**src/sv/flma_pkg.sv**
```systemverilog
// Package for the flow loss and metric aggregator: shared constants, types.
// No dependencies.
`default_nettype none
package flma_pkg;
  localparam int TABLE_SLOTS_DEF  = 256;
  localparam int METRIC_KINDS_DEF = 4;
  localparam logic [7:0] MIN_PACKET_LEN = 8'd21;

  localparam logic [1:0] ST_OK       = 2'd0;
  localparam logic [1:0] ST_SHORT    = 2'd1;
  localparam logic [1:0] ST_BAD_KIND = 2'd2;
  localparam logic [1:0] ST_FULL     = 2'd3;

  // classified item handed from front to back
  typedef struct packed {
    logic [1:0]         status;
    logic [31:0]        flow_id;
    logic [31:0]        seq_num;
    logic [7:0]         metric_kind;
    logic signed [31:0] sample_value;
  } flma_item_t;

  typedef struct packed {
    logic [1:0]         status;
    logic [7:0]         slot_index;
    logic [31:0]        lost_now;
    logic [31:0]        client_received;
    logic [31:0]        client_lost;
    logic [31:0]        kind_count;
    logic signed [63:0] kind_sum;
    logic signed [31:0] kind_min;
    logic signed [31:0] kind_max;
    logic [31:0]        total_received;
    logic [31:0]        total_lost;
  } flma_result_t;
endpackage
`default_nettype wire

```
**src/sv/flma_front.sv**
```systemverilog
// Front end: accepts items, runs the length and kind checks.
// Depends on flma_pkg.
`default_nettype none
module flma_front #(
  parameter int METRIC_KINDS = flma_pkg::METRIC_KINDS_DEF
) (
  input  wire                     clk,
  input  wire                     rst_n,
  input  wire                     in_valid,
  output logic                    in_ready,
  input  wire  [7:0]              in_packet_length,
  input  wire  [31:0]             in_flow_id,
  input  wire  [31:0]             in_seq_num,
  input  wire  [7:0]              in_metric_kind,
  input  wire  signed [31:0]      in_sample_value,
  output logic                    q_valid,
  input  wire                     q_ready,
  output flma_pkg::flma_item_t    q_item
);
  import flma_pkg::*;

  flma_item_t item_r, item_nxt;
  logic       valid_r;

  assign in_ready = !valid_r || q_ready;
  assign q_valid  = valid_r;
  assign q_item   = item_r;

  always_comb begin
    item_nxt.flow_id      = in_flow_id;
    item_nxt.seq_num      = in_seq_num;
    item_nxt.metric_kind  = in_metric_kind;
    item_nxt.sample_value = in_sample_value;
    if (in_packet_length < MIN_PACKET_LEN) begin
      item_nxt.status = ST_SHORT;
    end else if ({24'd0, in_metric_kind} >= 32'(METRIC_KINDS)) begin
      item_nxt.status = ST_BAD_KIND;
    end else begin
      item_nxt.status = ST_OK;
    end
  end

  always_ff @(posedge clk) begin
    if (!rst_n) begin
      valid_r <= 1'b0;
    end else if (in_ready) begin
      valid_r <= in_valid;
    end
    if (in_valid && in_ready) begin
      item_r <= item_nxt;
    end
  end
endmodule
`default_nettype wire

```
**config.mk**
```make
export PLATFORM = sky130hd
export DESIGN_NAME = flma_front
export DESIGN_NICKNAME = d
export VERILOG_FILES = /design/src/sv/flma_pkg.sv /design/src/sv/flma_front.sv
export SDC_FILE = /design/constraint.sdc
export NUM_CORES = 1
export LEC_CHECK = 0
export BUFFER_PORTS_ARGS = -buffer_cell sky130_fd_sc_hd__buf_2
export CORE_UTILIZATION = 40
export DETAILED_ROUTE_END_ITERATION = 7
export GPL_ROUTABILITY_DRIVEN = 0
export PLACE_DENSITY = 0.74
export SYNTH_ARGS = -nofsm -noshare
export SYNTH_HDL_FRONTEND = slang
export SYNTH_SLANG_ARGS = --single-unit
```
**constraint.sdc**
```tcl
create_clock -name clk -period 7.9 [get_ports clk]
set_input_delay 1.185 -clock clk [delete_from_list [all_inputs] [get_ports clk]]
set_output_delay 1.185 -clock clk [all_outputs]
set_load 0.01 [all_outputs]
```
==> flow_summary.yaml <==
min_path:
  hp-class: "reg2reg"
  min_path_cells: 2
  min_to: "q_valid$_SDFFE_PN0P_"
  hp-start: "q_valid$_SDFFE_PN0P_"
synthesis:
  yosysSeqAreaShare: 0.976
  synth_edf_count: 106
  syn_inst: 118
  netlist_area_um2: 3280
  synth_nets: 234
  synthTopCellsByCount: "106 x edfxtp_1, 2 x nor3_1"
  ys.flop_type: "edfxtp_1"
  synth_top_area_frac: 0.970
  synth_seq_cells: 107
  synth-async-reset-ratio: 0
  synth_area_per_cell_um2: 27.8
  synth_top_cell_by_area: "edfxtp_1"
  yosysUniqueCellTypes: 12
  synth_area_leaders: "edfxtp_1 97%, dfxtp_1 0.61%, nand2b_4 0.42%, nor4_2 0.38%, nor3_1 0.30%"
  yosys.cell_count.top_type: "edfxtp_1"
  yosys_warnings: 0
timing:
  setup_viol: 0
  min_period_ns: 2.73
  setup_ws_ns: 5.17
  hold_violations: 0
  hold_slack_ns: 0.526
  clock_skew_ns: 0.00889
  fin_setup_tns_ns: 0
  tightest_slew_ns: 0.710
  rsz0062_at_grt: "false"
  slew_headroom: 0.527
  clock.fmax_mhz: 366
  drv_slew: 0
  finalCritPeriodShare: 0.346
finish:
  syn_to_final_growth_pct: 43.0
  fillers: 626
  nets: 469
  drive_above_1_share: 0.678
  antenna-diode-count: 0
  fin_area_um2: 4690
setup_path:
  worstSetupStartpointType: "primary input"
  crit_fanout: 3
  crit_required_ns: 6.71
  reg2reg_from: "q_valid$_SDFFE_PN0P_"
  reg2reg_depth: 3
  timing.rr.end: "q_item[42]$_DFFE_PP_"
  path_class: "in2out"
  r2r_slack_ns: 5.86
  end_kind: "output port"
  crit_arrival_ns: 1.54
pwr:
  p_per_area_nw_per_um2: 222
  cellLeakagePower_uw: 0.00202
  vdd_drop_max_mv: 0.118
  power.total_uw: 1040
floorplan:
  fp.dieH_um: 92.6
  die_w_um: 92.6
  design.core.area_um2: 7850
  io-pin-count: 224
  start_util: 0.418
  dieArea_um2: 8570
  rows: 32
clock_network:
  cts_buffer_depth: 2
  cts_resized: 0
  clock_sinks: 107
  insertion_delay_ns: 0.35
  h-tree-depth: 3
  holdBufCountCts: 0
  numCtsBuffers: 9
  root_buffer: "clkbuf_8"
  cts_tree: "yes"
  clk_pin_slew_ns: 0.09
  post_cts_buffers: 0
detailed_routing:
  drcViolationCount: 0
  wire_per_inst_um: 14.7
  first_iter_violations: 69
  route.vias.total: 1990
  viasPerCell: 4.34
  wl_mm: 6.73
  first_pass_iters: 4
  postRouteAntennaNets: 0
placement:
  numPortBuffers: 223
  place_area_um2: 4540
  place_ws_ns: 4.85
  place_hpwl_mm: 5.19
outcome:
  status: "completed"
global_routing:
  grt_pass1_wl_mm: 9.54
  grt_usage: 0.155
  grt_use_met2: 0.269
  met3_usage: 0.0632
  antenna_found_initial: 0
  grt_max_degree: 60
  busiest_layer: "met2"
  overflow: 0
  gr-usage-met1: 0.165
  grt_pass1_vias: 1914
job:
  cap_viol_max_count: 0
## cells in the final DEF (no fill, tap or decap)
| cell | instances |
|---|---|
| buf_2 | 223 |
| edfxtp_1 | 106 |
| clkbuf_8 | 9 |
| nor3_1 | 2 |
| clkinv_1 | 2 |
| clkinv_2 | 2 |
| nand2b_4 | 1 |
| and2_4 | 1 |
| o21ai_1 | 1 |
| o21a_2 | 1 |
| nor2_1 | 1 |
| nor4_2 | 1 |
| a21oi_2 | 1 |
| inv_1 | 1 |
| a21boi_0 | 1 |
| clkinv_4 | 1 |
| clkinvlp_4 | 1 |
| buf_4 | 1 |
| dfxtp_1 | 1 |
## kinds of logic after synthesis
logic type             share of synthesized area
buffers and inverters                    0.00114
and+or+nand+nor                           0.0141
DFF                                        0.976
AOI/OAI and AO/OA                        0.00915
## cell type report
type / instances / area, µm² / share of cell area
Clock buffer: 9 / 124 / 0.0264
Clock inverter: 6 / 33.8 / 0.00720
Inverter: 1 / 3.75 / 0.000800
Multi-Input combinational cell: 10 / 78.8 / 0.0168
Sequential cell: 107 / 3200 / 0.682
Tap cell: 102 / 128 / 0.0272
Timing Repair Buffer: 224 / 1120 / 0.239
## how the worst max path moves through the flow
stage,start,endpoint,cells after the start
final,q_ready,in_ready,3
after global routing,q_ready,q_item[41]$_DFFE_PP_,4
after CTS,q_ready,in_ready,3
after detailed placement,q_ready,q_item[23]$_DFFE_PP_,4
after global placement,q_ready,q_item[40]$_DFFE_PP_,4
after floorplan,q_ready,q_item[0]$_DFFE_PP_,2
## stage by stage
stage / util / instances
4_1_cts: 0.598 / 459
2_1_floorplan: - / 118
3_5_place_dp: 0.578 / 444
6_report: 0.598 / 459
5_1_grt: 0.598 / 459
3_3_place_gp: 0.578 / 444
## registers in the layout, summed over array words and instances (netlist names)
register	flops
q_item	106
q_valid	1
## per-layer routing
layer  up-vias  part of all wire
met5         -                 0
met4         0             0.020
met3        11              0.12
met2       143              0.50
met1       894              0.36
li1        942                 -
## critical path, stage by stage
cell      delay (ns)
buf_2           0.09
nand2b_4        0.13
buf_2           0.13
## power by group
group          switching, µW  total [µW]  internal (µW)  leakage [µW]
clock network            168         278            110     0.0000799
registers               7.35         670            663       0.00103
logic                   50.6        92.5           41.9      0.000911
Power figures use the tool's default switching activity.
