[config.mk]
export PLATFORM = sky130hd
export DESIGN_NAME = flma_queue
export DESIGN_NICKNAME = d
export VERILOG_FILES = /design/src/sv/flma_pkg.sv /design/src/sv/flma_queue.sv
export SDC_FILE = /design/constraint.sdc
export NUM_CORES = 1
export LEC_CHECK = 0
export BUFFER_PORTS_ARGS = -buffer_cell sky130_fd_sc_hd__buf_2
export CAP_MARGIN = 20
export CORE_AREA = 3 3 169 171
export CTS_CLUSTER_SIZE = 8
export DETAILED_ROUTE_END_ITERATION = 10
export DIE_AREA = 0 0 172 174
export MAX_ROUTING_LAYER = met4
export PLACE_DENSITY = 0.52
export SLEW_MARGIN = 25
export SYNTH_ARGS = -nofsm -noshare
export SYNTH_HDL_FRONTEND = slang
export SYNTH_SLANG_ARGS = --single-unit
[constraint.sdc]
create_clock -name clk -period 10.7 [get_ports clk]
set_input_delay 0 -clock clk [delete_from_list [all_inputs] [get_ports clk]]
set_output_delay 0 -clock clk [all_outputs]
set_load 0.03 [all_outputs]
[src/sv/flma_pkg.sv]
// Package for the flow loss and metric aggregator: shared constants, types.
// No dependencies.
`default_nettype none
package flma_pkg;
  localparam int TABLE_SLOTS_DEF  = 256;
  localparam int METRIC_KINDS_DEF = 4;
  localparam logic [7:0] MIN_PACKET_LEN = 8'd21;

  localparam logic [1:0] ST_OK       = 2'd0;
  localparam logic [1:0] ST_SHORT    = 2'd1;
  localparam logic [1:0] ST_BAD_KIND = 2'd2;
  localparam logic [1:0] ST_FULL     = 2'd3;

  // classified item handed from front to back
  typedef struct packed {
    logic [1:0]         status;
    logic [31:0]        flow_id;
    logic [31:0]        seq_num;
    logic [7:0]         metric_kind;
    logic signed [31:0] sample_value;
  } flma_item_t;

  typedef struct packed {
    logic [1:0]         status;
    logic [7:0]         slot_index;
    logic [31:0]        lost_now;
    logic [31:0]        client_received;
    logic [31:0]        client_lost;
    logic [31:0]        kind_count;
    logic signed [63:0] kind_sum;
    logic signed [31:0] kind_min;
    logic signed [31:0] kind_max;
    logic [31:0]        total_received;
    logic [31:0]        total_lost;
  } flma_result_t;
endpackage
`default_nettype wire

[src/sv/flma_queue.sv]
// Two-entry FIFO between front and back.
// Depends on flma_pkg.
`default_nettype none
module flma_queue (
  input  wire                   clk,
  input  wire                   rst_n,
  input  wire                   wr_valid,
  output logic                  wr_ready,
  input  flma_pkg::flma_item_t  wr_item,
  output logic                  rd_valid,
  input  wire                   rd_ready,
  output flma_pkg::flma_item_t  rd_item
);
  import flma_pkg::*;

  flma_item_t mem_r [2];
  logic       wp_r, rp_r;
  logic [1:0] cnt_r;
  logic       wr_en, rd_en;

  assign wr_ready = cnt_r != 2'd2;
  assign rd_valid = cnt_r != 2'd0;
  assign rd_item  = mem_r[rp_r];
  assign wr_en    = wr_valid && wr_ready;
  assign rd_en    = rd_valid && rd_ready;

  always_ff @(posedge clk) begin
    if (!rst_n) begin
      wp_r  <= 1'b0;
      rp_r  <= 1'b0;
      cnt_r <= 2'd0;
    end else begin
      if (wr_en) wp_r <= !wp_r;
      if (rd_en) rp_r <= !rp_r;
      cnt_r <= cnt_r + {1'b0, wr_en} - {1'b0, rd_en};
    end
    if (wr_en) begin
      mem_r[wp_r] <= wr_item;
    end
  end
endmodule
`default_nettype wire

==> flow_metrics.py, run 1 <==
metrics = {
    "synth": {
        "avgSynthCellArea_um2": 22.42,
        "yosysWarnings": 0,
        "synthAdderAreaFrac_pct": 0.1550,
        "synthFlopType": "edfxtp_1",
        "ys_ff_latch": 217,
        "synth_cell_types": 25,
        "synthTopCellsByArea": "edfxtp_1 (79%), mux2_2 (9.2%), mux2_4 (7.4%)",
        "synth_area_um2": 8071,
        "synthTopCellsByCount": "edfxtp_1 (212), mux2_2 (66), mux2_4 (40), buf_2 (6), buf_6 (6)",
        "synthMuxAreaShare_pct": 16.65,
        "synth.net_count": 471,
        "synth_area_leader_cell": "edfxtp_1",
        "synth_xor_area_share_pct": 0.1085,
        "yosysSeqAreaShare_pct": 80.11,
        "synth-simple-area-share_pct": 1.132,
        "synth_compound_area_share_pct": 0.5426,
        "yosys.area.top_type_share_pct": 78.87,
        "synth.most_common_cell": "edfxtp_1",
        "synthCells": 360,
        "synth_top_family_by_area": "multiplexers",
        "synth_edf_count": 212,
        "async_flop_share_pct": 0,
    },
    "clock_network": {
        "tritoncts": "done",
        "h-tree-depth": 1,
        "cts_setup_buffers": 0,
        "clock-sinks": 217,
        "worst_skew_pair.late_latency_ps": 540,
        "clkTransAtPathRegs_ps": 50,
        "cts-root-buf": "clkbuf_16",
        "cts_buffers": 31,
        "cts.path.max_buffers": 3,
    },
    "sta": {
        "setup_viol": 0,
        "skew_ps": 23.87,
        "max_freq_mhz": 347.1,
        "rsz0062_at_grt": "no",
        "relSlewSlack_pct": 36.65,
        "setup_ws_ps": 7819,
        "finalMaxSlewViolations": 0,
        "post-route-min-period_ps": 2881,
        "setup_tns_ps": 0,
        "hold_violations": 0,
        "post-route-period-util_pct": 26.93,
        "tightest_slew_ps": 950.3,
    },
    "floorplanning": {
        "row_count": 60,
        "die_h_um": 174,
        "dieArea_um2": 29930,
        "core_um2": 27030,
        "num_io_pins": 218,
        "die_x_um": 172,
        "initial_core_util_pct": 29.87,
    },
    "power": {
        "p_leak_nw": 4.358,
        "ir_drop_mv": 0.1373,
        "p_per_area_nw_per_um2": 222.1,
    },
    "grt": {
        "antenna_found_initial": 0,
        "grt.total_usage_pct": 11.18,
        "grt_max_degree": 68,
        "grt_pass1_wl_um": 25810,
        "overflow": 0,
        "grt_pass1_vias": 4886,
    },
    "place": {
        "port_buffers": 217,
        "dpl.hpwl_um": 10760,
        "dp_slack_ps": 8133,
        "routabilityCongestion": 0.7319,
    },
    "routing": {
        "vias_per_cell": 4.280,
        "wl_per_cell_um": 15.89,
        "vias": 4558,
        "drc": 0,
        "drtIter0Drc": 143,
        "drt-total-wl_um": 16920,
        "firstDrtPassIters": 4,
        "ant_nets": 0,
    },
    "critical_path": {
        "cp.arrival_ps": 2880,
        "critPathLaunchType": "flop",
        "critPathRequiredTime_ps": 10700,
        "cp_max_fo": 54,
        "reg2reg_depth": 3,
        "cp-end-kind": "output pin",
        "path_class": "flop to output pin",
    },
    "final_layout": {
        "diodes": 0,
        "area_growth_syn_to_layout_pct": 42.02,
        "drive_gt1_share_pct": 50.55,
        "nNetsFinal": 822,
    },
    "run_status": {
        "status": "complete, no violations",
    },
    "job": {
        "drv_cap": 0,
    },
    "hold_path": {
        "hold_depth": 2,
        "hp-class": "input port to flop",
    },
}
==> what timing repair did <==
item | CTS | global route
hold buffers | 110 | 0
resized for setup | 0 | 0
endpoints found under the hold margin | 217 | 0
==> sequential cells by signal, summed over array words and instances (netlist names), named ones only <==
signal,count
rp_r,1
cnt_r,2
mem_r,212
wp_r,1
==> metal layers <==
metal	up-vias	part of all wire, %	GRT usage (%)
met5	-	0	-
met4	0	3.2	3.526
met3	40	6.8	3.002
met2	173	49	18.27
met1	2217	41	13.51
li1	2128	-	-
==> stage by stage <==
| step | area (um^2) | hold WS, ps | instances | total power, mW | utilization, % |
|---|---|---|---|---|---|
| floorplan | 8071 | 98.87 | 360 | 1.540 | - |
| global placement | 9520 | 188.7 | 909 | 1.687 | 35.23 |
| detailed placement | 9520 | 190.7 | 909 | 1.699 | 35.23 |
| CTS | 11460 | 151.2 | 1065 | 2.592 | 42.42 |
| global route | 11460 | 165.3 | 1065 | 2.666 | 42.42 |
| finish | 11460 | 174.7 | 1065 | 2.546 | 42.42 |
==> logic make-up after synthesis <==
kind of cell,after synthesis
AOI/OAI and AO/OA,6
buffers and inverters,14
xor gates and xnor gates,1
DFF,217
adders and majority gates,1
and+or+nand+nor,15
muxes,106
==> cells in the final DEF, fill, tap and decap left out, types with 2 or more instances in the layout <==
master,count
buf_2,217
o21ai_0,2
dfxtp_1,4
nor2_1,4
mux2_2,66
edfxtp_1,212
buf_4,3
mux2_4,40
clkbuf_1,13
dlygate4sd3_1,110
clkbuf_16,31
==> worst paths after layout <==
kind	end	slack (ps)	from
max	rd_item[62]	7820	flop
min	mem_r[1][49]$_DFFE_PP_	170	wr_item[49]
max reg2reg	mem_r[1][36]$_DFFE_PP_	8200	cnt_r[0]$_SDFF_PN0_
min reg2reg	flop	510	rp_r$_SDFFE_PN0P_
==> area by class of cell <==
cell class                 instances  area, um^2
clock inverter                     2       17.52
timing repair buffer             330        2210
inverter                           2       10.01
sequential                       217        6470
tap                              341       426.7
clock buffer                      44       824.5
fill                            2449       15560
multi-input combinational        129        1505
==> power breakdown <==
group          switching, mW  total [mW]  internal [mW]  leakage, nW
clock                  0.323       0.844          0.521        0.406
combinational          0.373       0.623          0.249         1.93
sequential            0.0443        1.08           1.04         2.02
==> worst max-delay path, cell delays in order, from the launching register on <==
cell and delay (ps):
dfxtp_4 870, buf_4 790, mux2_2 420, buf_2 180
Note: power is estimated with default switching activity, not from simulation.
==> run 2: changes to the inputs <==
Clock period 10.7 ns to 3 ns, I/O delays scaled along.
==> run 2 against run 1 <==
Net effect: critical path depth did not move; wire length fell by 1.9%; highest routed layer unchanged; die area did not move; via count rose by 0.88%; largest power group unchanged; clock skew fell by 15 ps; register-to-register slack got worse by 7200 ps; total power rose to 3.6 times the previous value.
==> flow_metrics.py, run 2 (synthesis results as in run 1) <==
metrics = {
    "floorplanning": {
        "dieArea_um2": 29930,
        "die_x_um": 172,
        "initial_core_util_pct": 29.87,
        "row_count": 60,
        "die_h_um": 174,
        "core_um2": 27030,
        "num_io_pins": 218,
    },
    "critical_path": {
        "critPathRequiredTime_ps": 3000,
        "critPathCapture": "rd_item[4]",
        "path_class": "flop to output pin",
        "reg2reg_to": "cnt_r[0]$_SDFF_PN0_",
        "cp_max_fo": 106,
        "cp_slowest_cell": "buf_12",
        "r2r_setup_slack_ps": 1040,
        "critPathLaunchType": "flop",
        "regToRegStartpoint": "cnt_r[1]$_SDFF_PN0_",
        "reg2reg_depth": 6,
        "cp.arrival_ps": 2090,
        "cp-end-kind": "output pin",
        "slowest_delay_ps": 480,
        "crit_chain": "buf_12 -> mux2_2 -> buf_2",
    },
    "power": {
        "total_power_mw": 9.181,
        "p_per_area_nw_per_um2": 796.6,
        "p_leak_nw": 4.376,
        "ir_drop_mv": 0.4055,
    },
    "routing": {
        "vias": 4598,
        "drc": 0,
        "vias_per_cell": 4.305,
        "wl_per_cell_um": 15.54,
        "drtIter0Drc": 136,
        "firstDrtPassIters": 4,
        "drt-total-wl_um": 16600,
        "ant_nets": 0,
    },
    "grt": {
        "grt_max_degree": 107,
        "grt_pass1_vias": 5179,
        "grt_pass1_wl_um": 26050,
        "antenna_found_initial": 0,
        "overflow": 0,
        "grt.total_usage_pct": 11.15,
    },
    "place": {
        "dp.cells": 910,
        "dpl.hpwl_um": 10230,
        "routabilityCongestion": 0.7034,
        "dp_slack_ps": 1053,
        "port_buffers": 217,
    },
    "clock_network": {
        "clkTransAtPathRegs_ps": 50,
        "cts-root-buf": "clkbuf_16",
        "worst_skew_pair.late_latency_ps": 530,
        "cts_setup_buffers": 0,
        "tritoncts": "done",
        "cts.path.max_buffers": 3,
        "h-tree-depth": 1,
        "clock-sinks": 217,
        "cts_buffers": 31,
    },
    "final_layout": {
        "final_common_cell": "buf_2",
        "largest_reg_flops": 212,
        "fillers": 2445,
        "diodes": 0,
        "most-common-layout-cells": "buf_2 (217), edfxtp_1 (212), dlygate4sd3_1 (110)",
        "layoutNonFillerInstCount": 1068,
        "multi_input_area_um2": 1505,
        "drive_gt1_share_pct": 50.48,
        "largest_registers": "mem_r (212), cnt_r (2)",
        "area_growth_syn_to_layout_pct": 42.80,
        "regMostFlops": "mem_r",
        "regArea_um2": 6470,
        "nNetsFinal": 823,
    },
    "sta": {
        "post-route-min-period_ps": 2087,
        "tightest_slew_ps": 835.3,
        "post-route-period-util_pct": 69.56,
        "rsz0062_at_grt": "no",
        "max_freq_mhz": 479.2,
        "setup_ws_ps": 913.2,
        "whs_ps": 185.4,
        "setup_viol": 0,
        "relSlewSlack_pct": 44.31,
        "setup_tns_ps": 0,
        "hold_violations": 0,
        "skew_ps": 8.672,
        "finalMaxSlewViolations": 0,
    },
    "hold_path": {
        "hold_depth": 2,
        "hp-class": "input port to flop",
    },
    "run_status": {
        "status": "complete, no violations",
    },
    "job": {
        "drv_cap": 0,
    },
}
run 2: changes by cell type in the layout (fill, tap and decap cells not counted):
| cell | delta |
|---|---|
| buf_12 | +2 |
| clkbuf_1 | +2 |
| buf_4 | -1 |
| bufinv_16 | +1 |
| clkinv_4 | -1 |
| clkinvlp_4 | +1 |
| inv_4 | -1 |
run 2: critical path, delay by kind of cell, from the launching register on:
kind | cells | cell delay [ps]
buffers and inverters | 2 | 660
DFF | 1 | 340
muxes | 1 | 410
run 2: cell type report:
cell class | count | area share [%]
Clock buffer | 46 | 7.219
Clock inverter | 2 | 0.3365
Inverter | 2 | 0.09770
Multi-Input combinational cell | 129 | 13.06
Sequential cell | 217 | 56.13
Tap cell | 341 | 3.702
Timing Repair Buffer | 331 | 19.45
run 2: worst min-delay path by stage:
stage,startpoint,endpoint,slack (ps)
finish,wr_item[54],mem_r[0][54]$_DFFE_PP_,190
global route,wr_item[60],mem_r[1][60]$_DFFE_PP_,160
CTS,wr_item[25],mem_r[0][25]$_DFFE_PP_,150
detailed placement,wr_item[101],mem_r[0][101]$_DFFE_PP_,190
global placement,wr_item[26],mem_r[1][26]$_DFFE_PP_,190
floorplan,wr_item[0],mem_r[0][0]$_DFFE_PP_,100
run 2: metal layers:
metal / up-vias / GRT usage, % / wire (um)
met5: - / - / 0
met4: 0 / 3.526 / 540
met3: 48 / 2.820 / 1124
met2: 173 / 19.27 / 8332
met1: 2241 / 12.64 / 6601
li1: 2136 / - / -
run 2: timing repair:
| action | CTS | global route |
|---|---|---|
| resized for setup | 0 | 0 |
| endpoints found under the setup margin | 0 | 0 |
| hold buffers | 110 | 0 |
| endpoints found under the hold margin | 217 | 0 |
run 2: report_power, final:
group	internal (mW)	switching (mW)	total, mW
registers	3.69	0.0730	3.77
logic	0.904	1.42	2.32
clock network	1.95	1.14	3.09
run 2: stage by stage:
step	cell area (um^2)	util (%)
detailed placement	9554	35.35
global placement	9554	35.35
global route	11530	42.65
floorplan	8077	-
CTS	11530	42.65
finish	11530	42.65
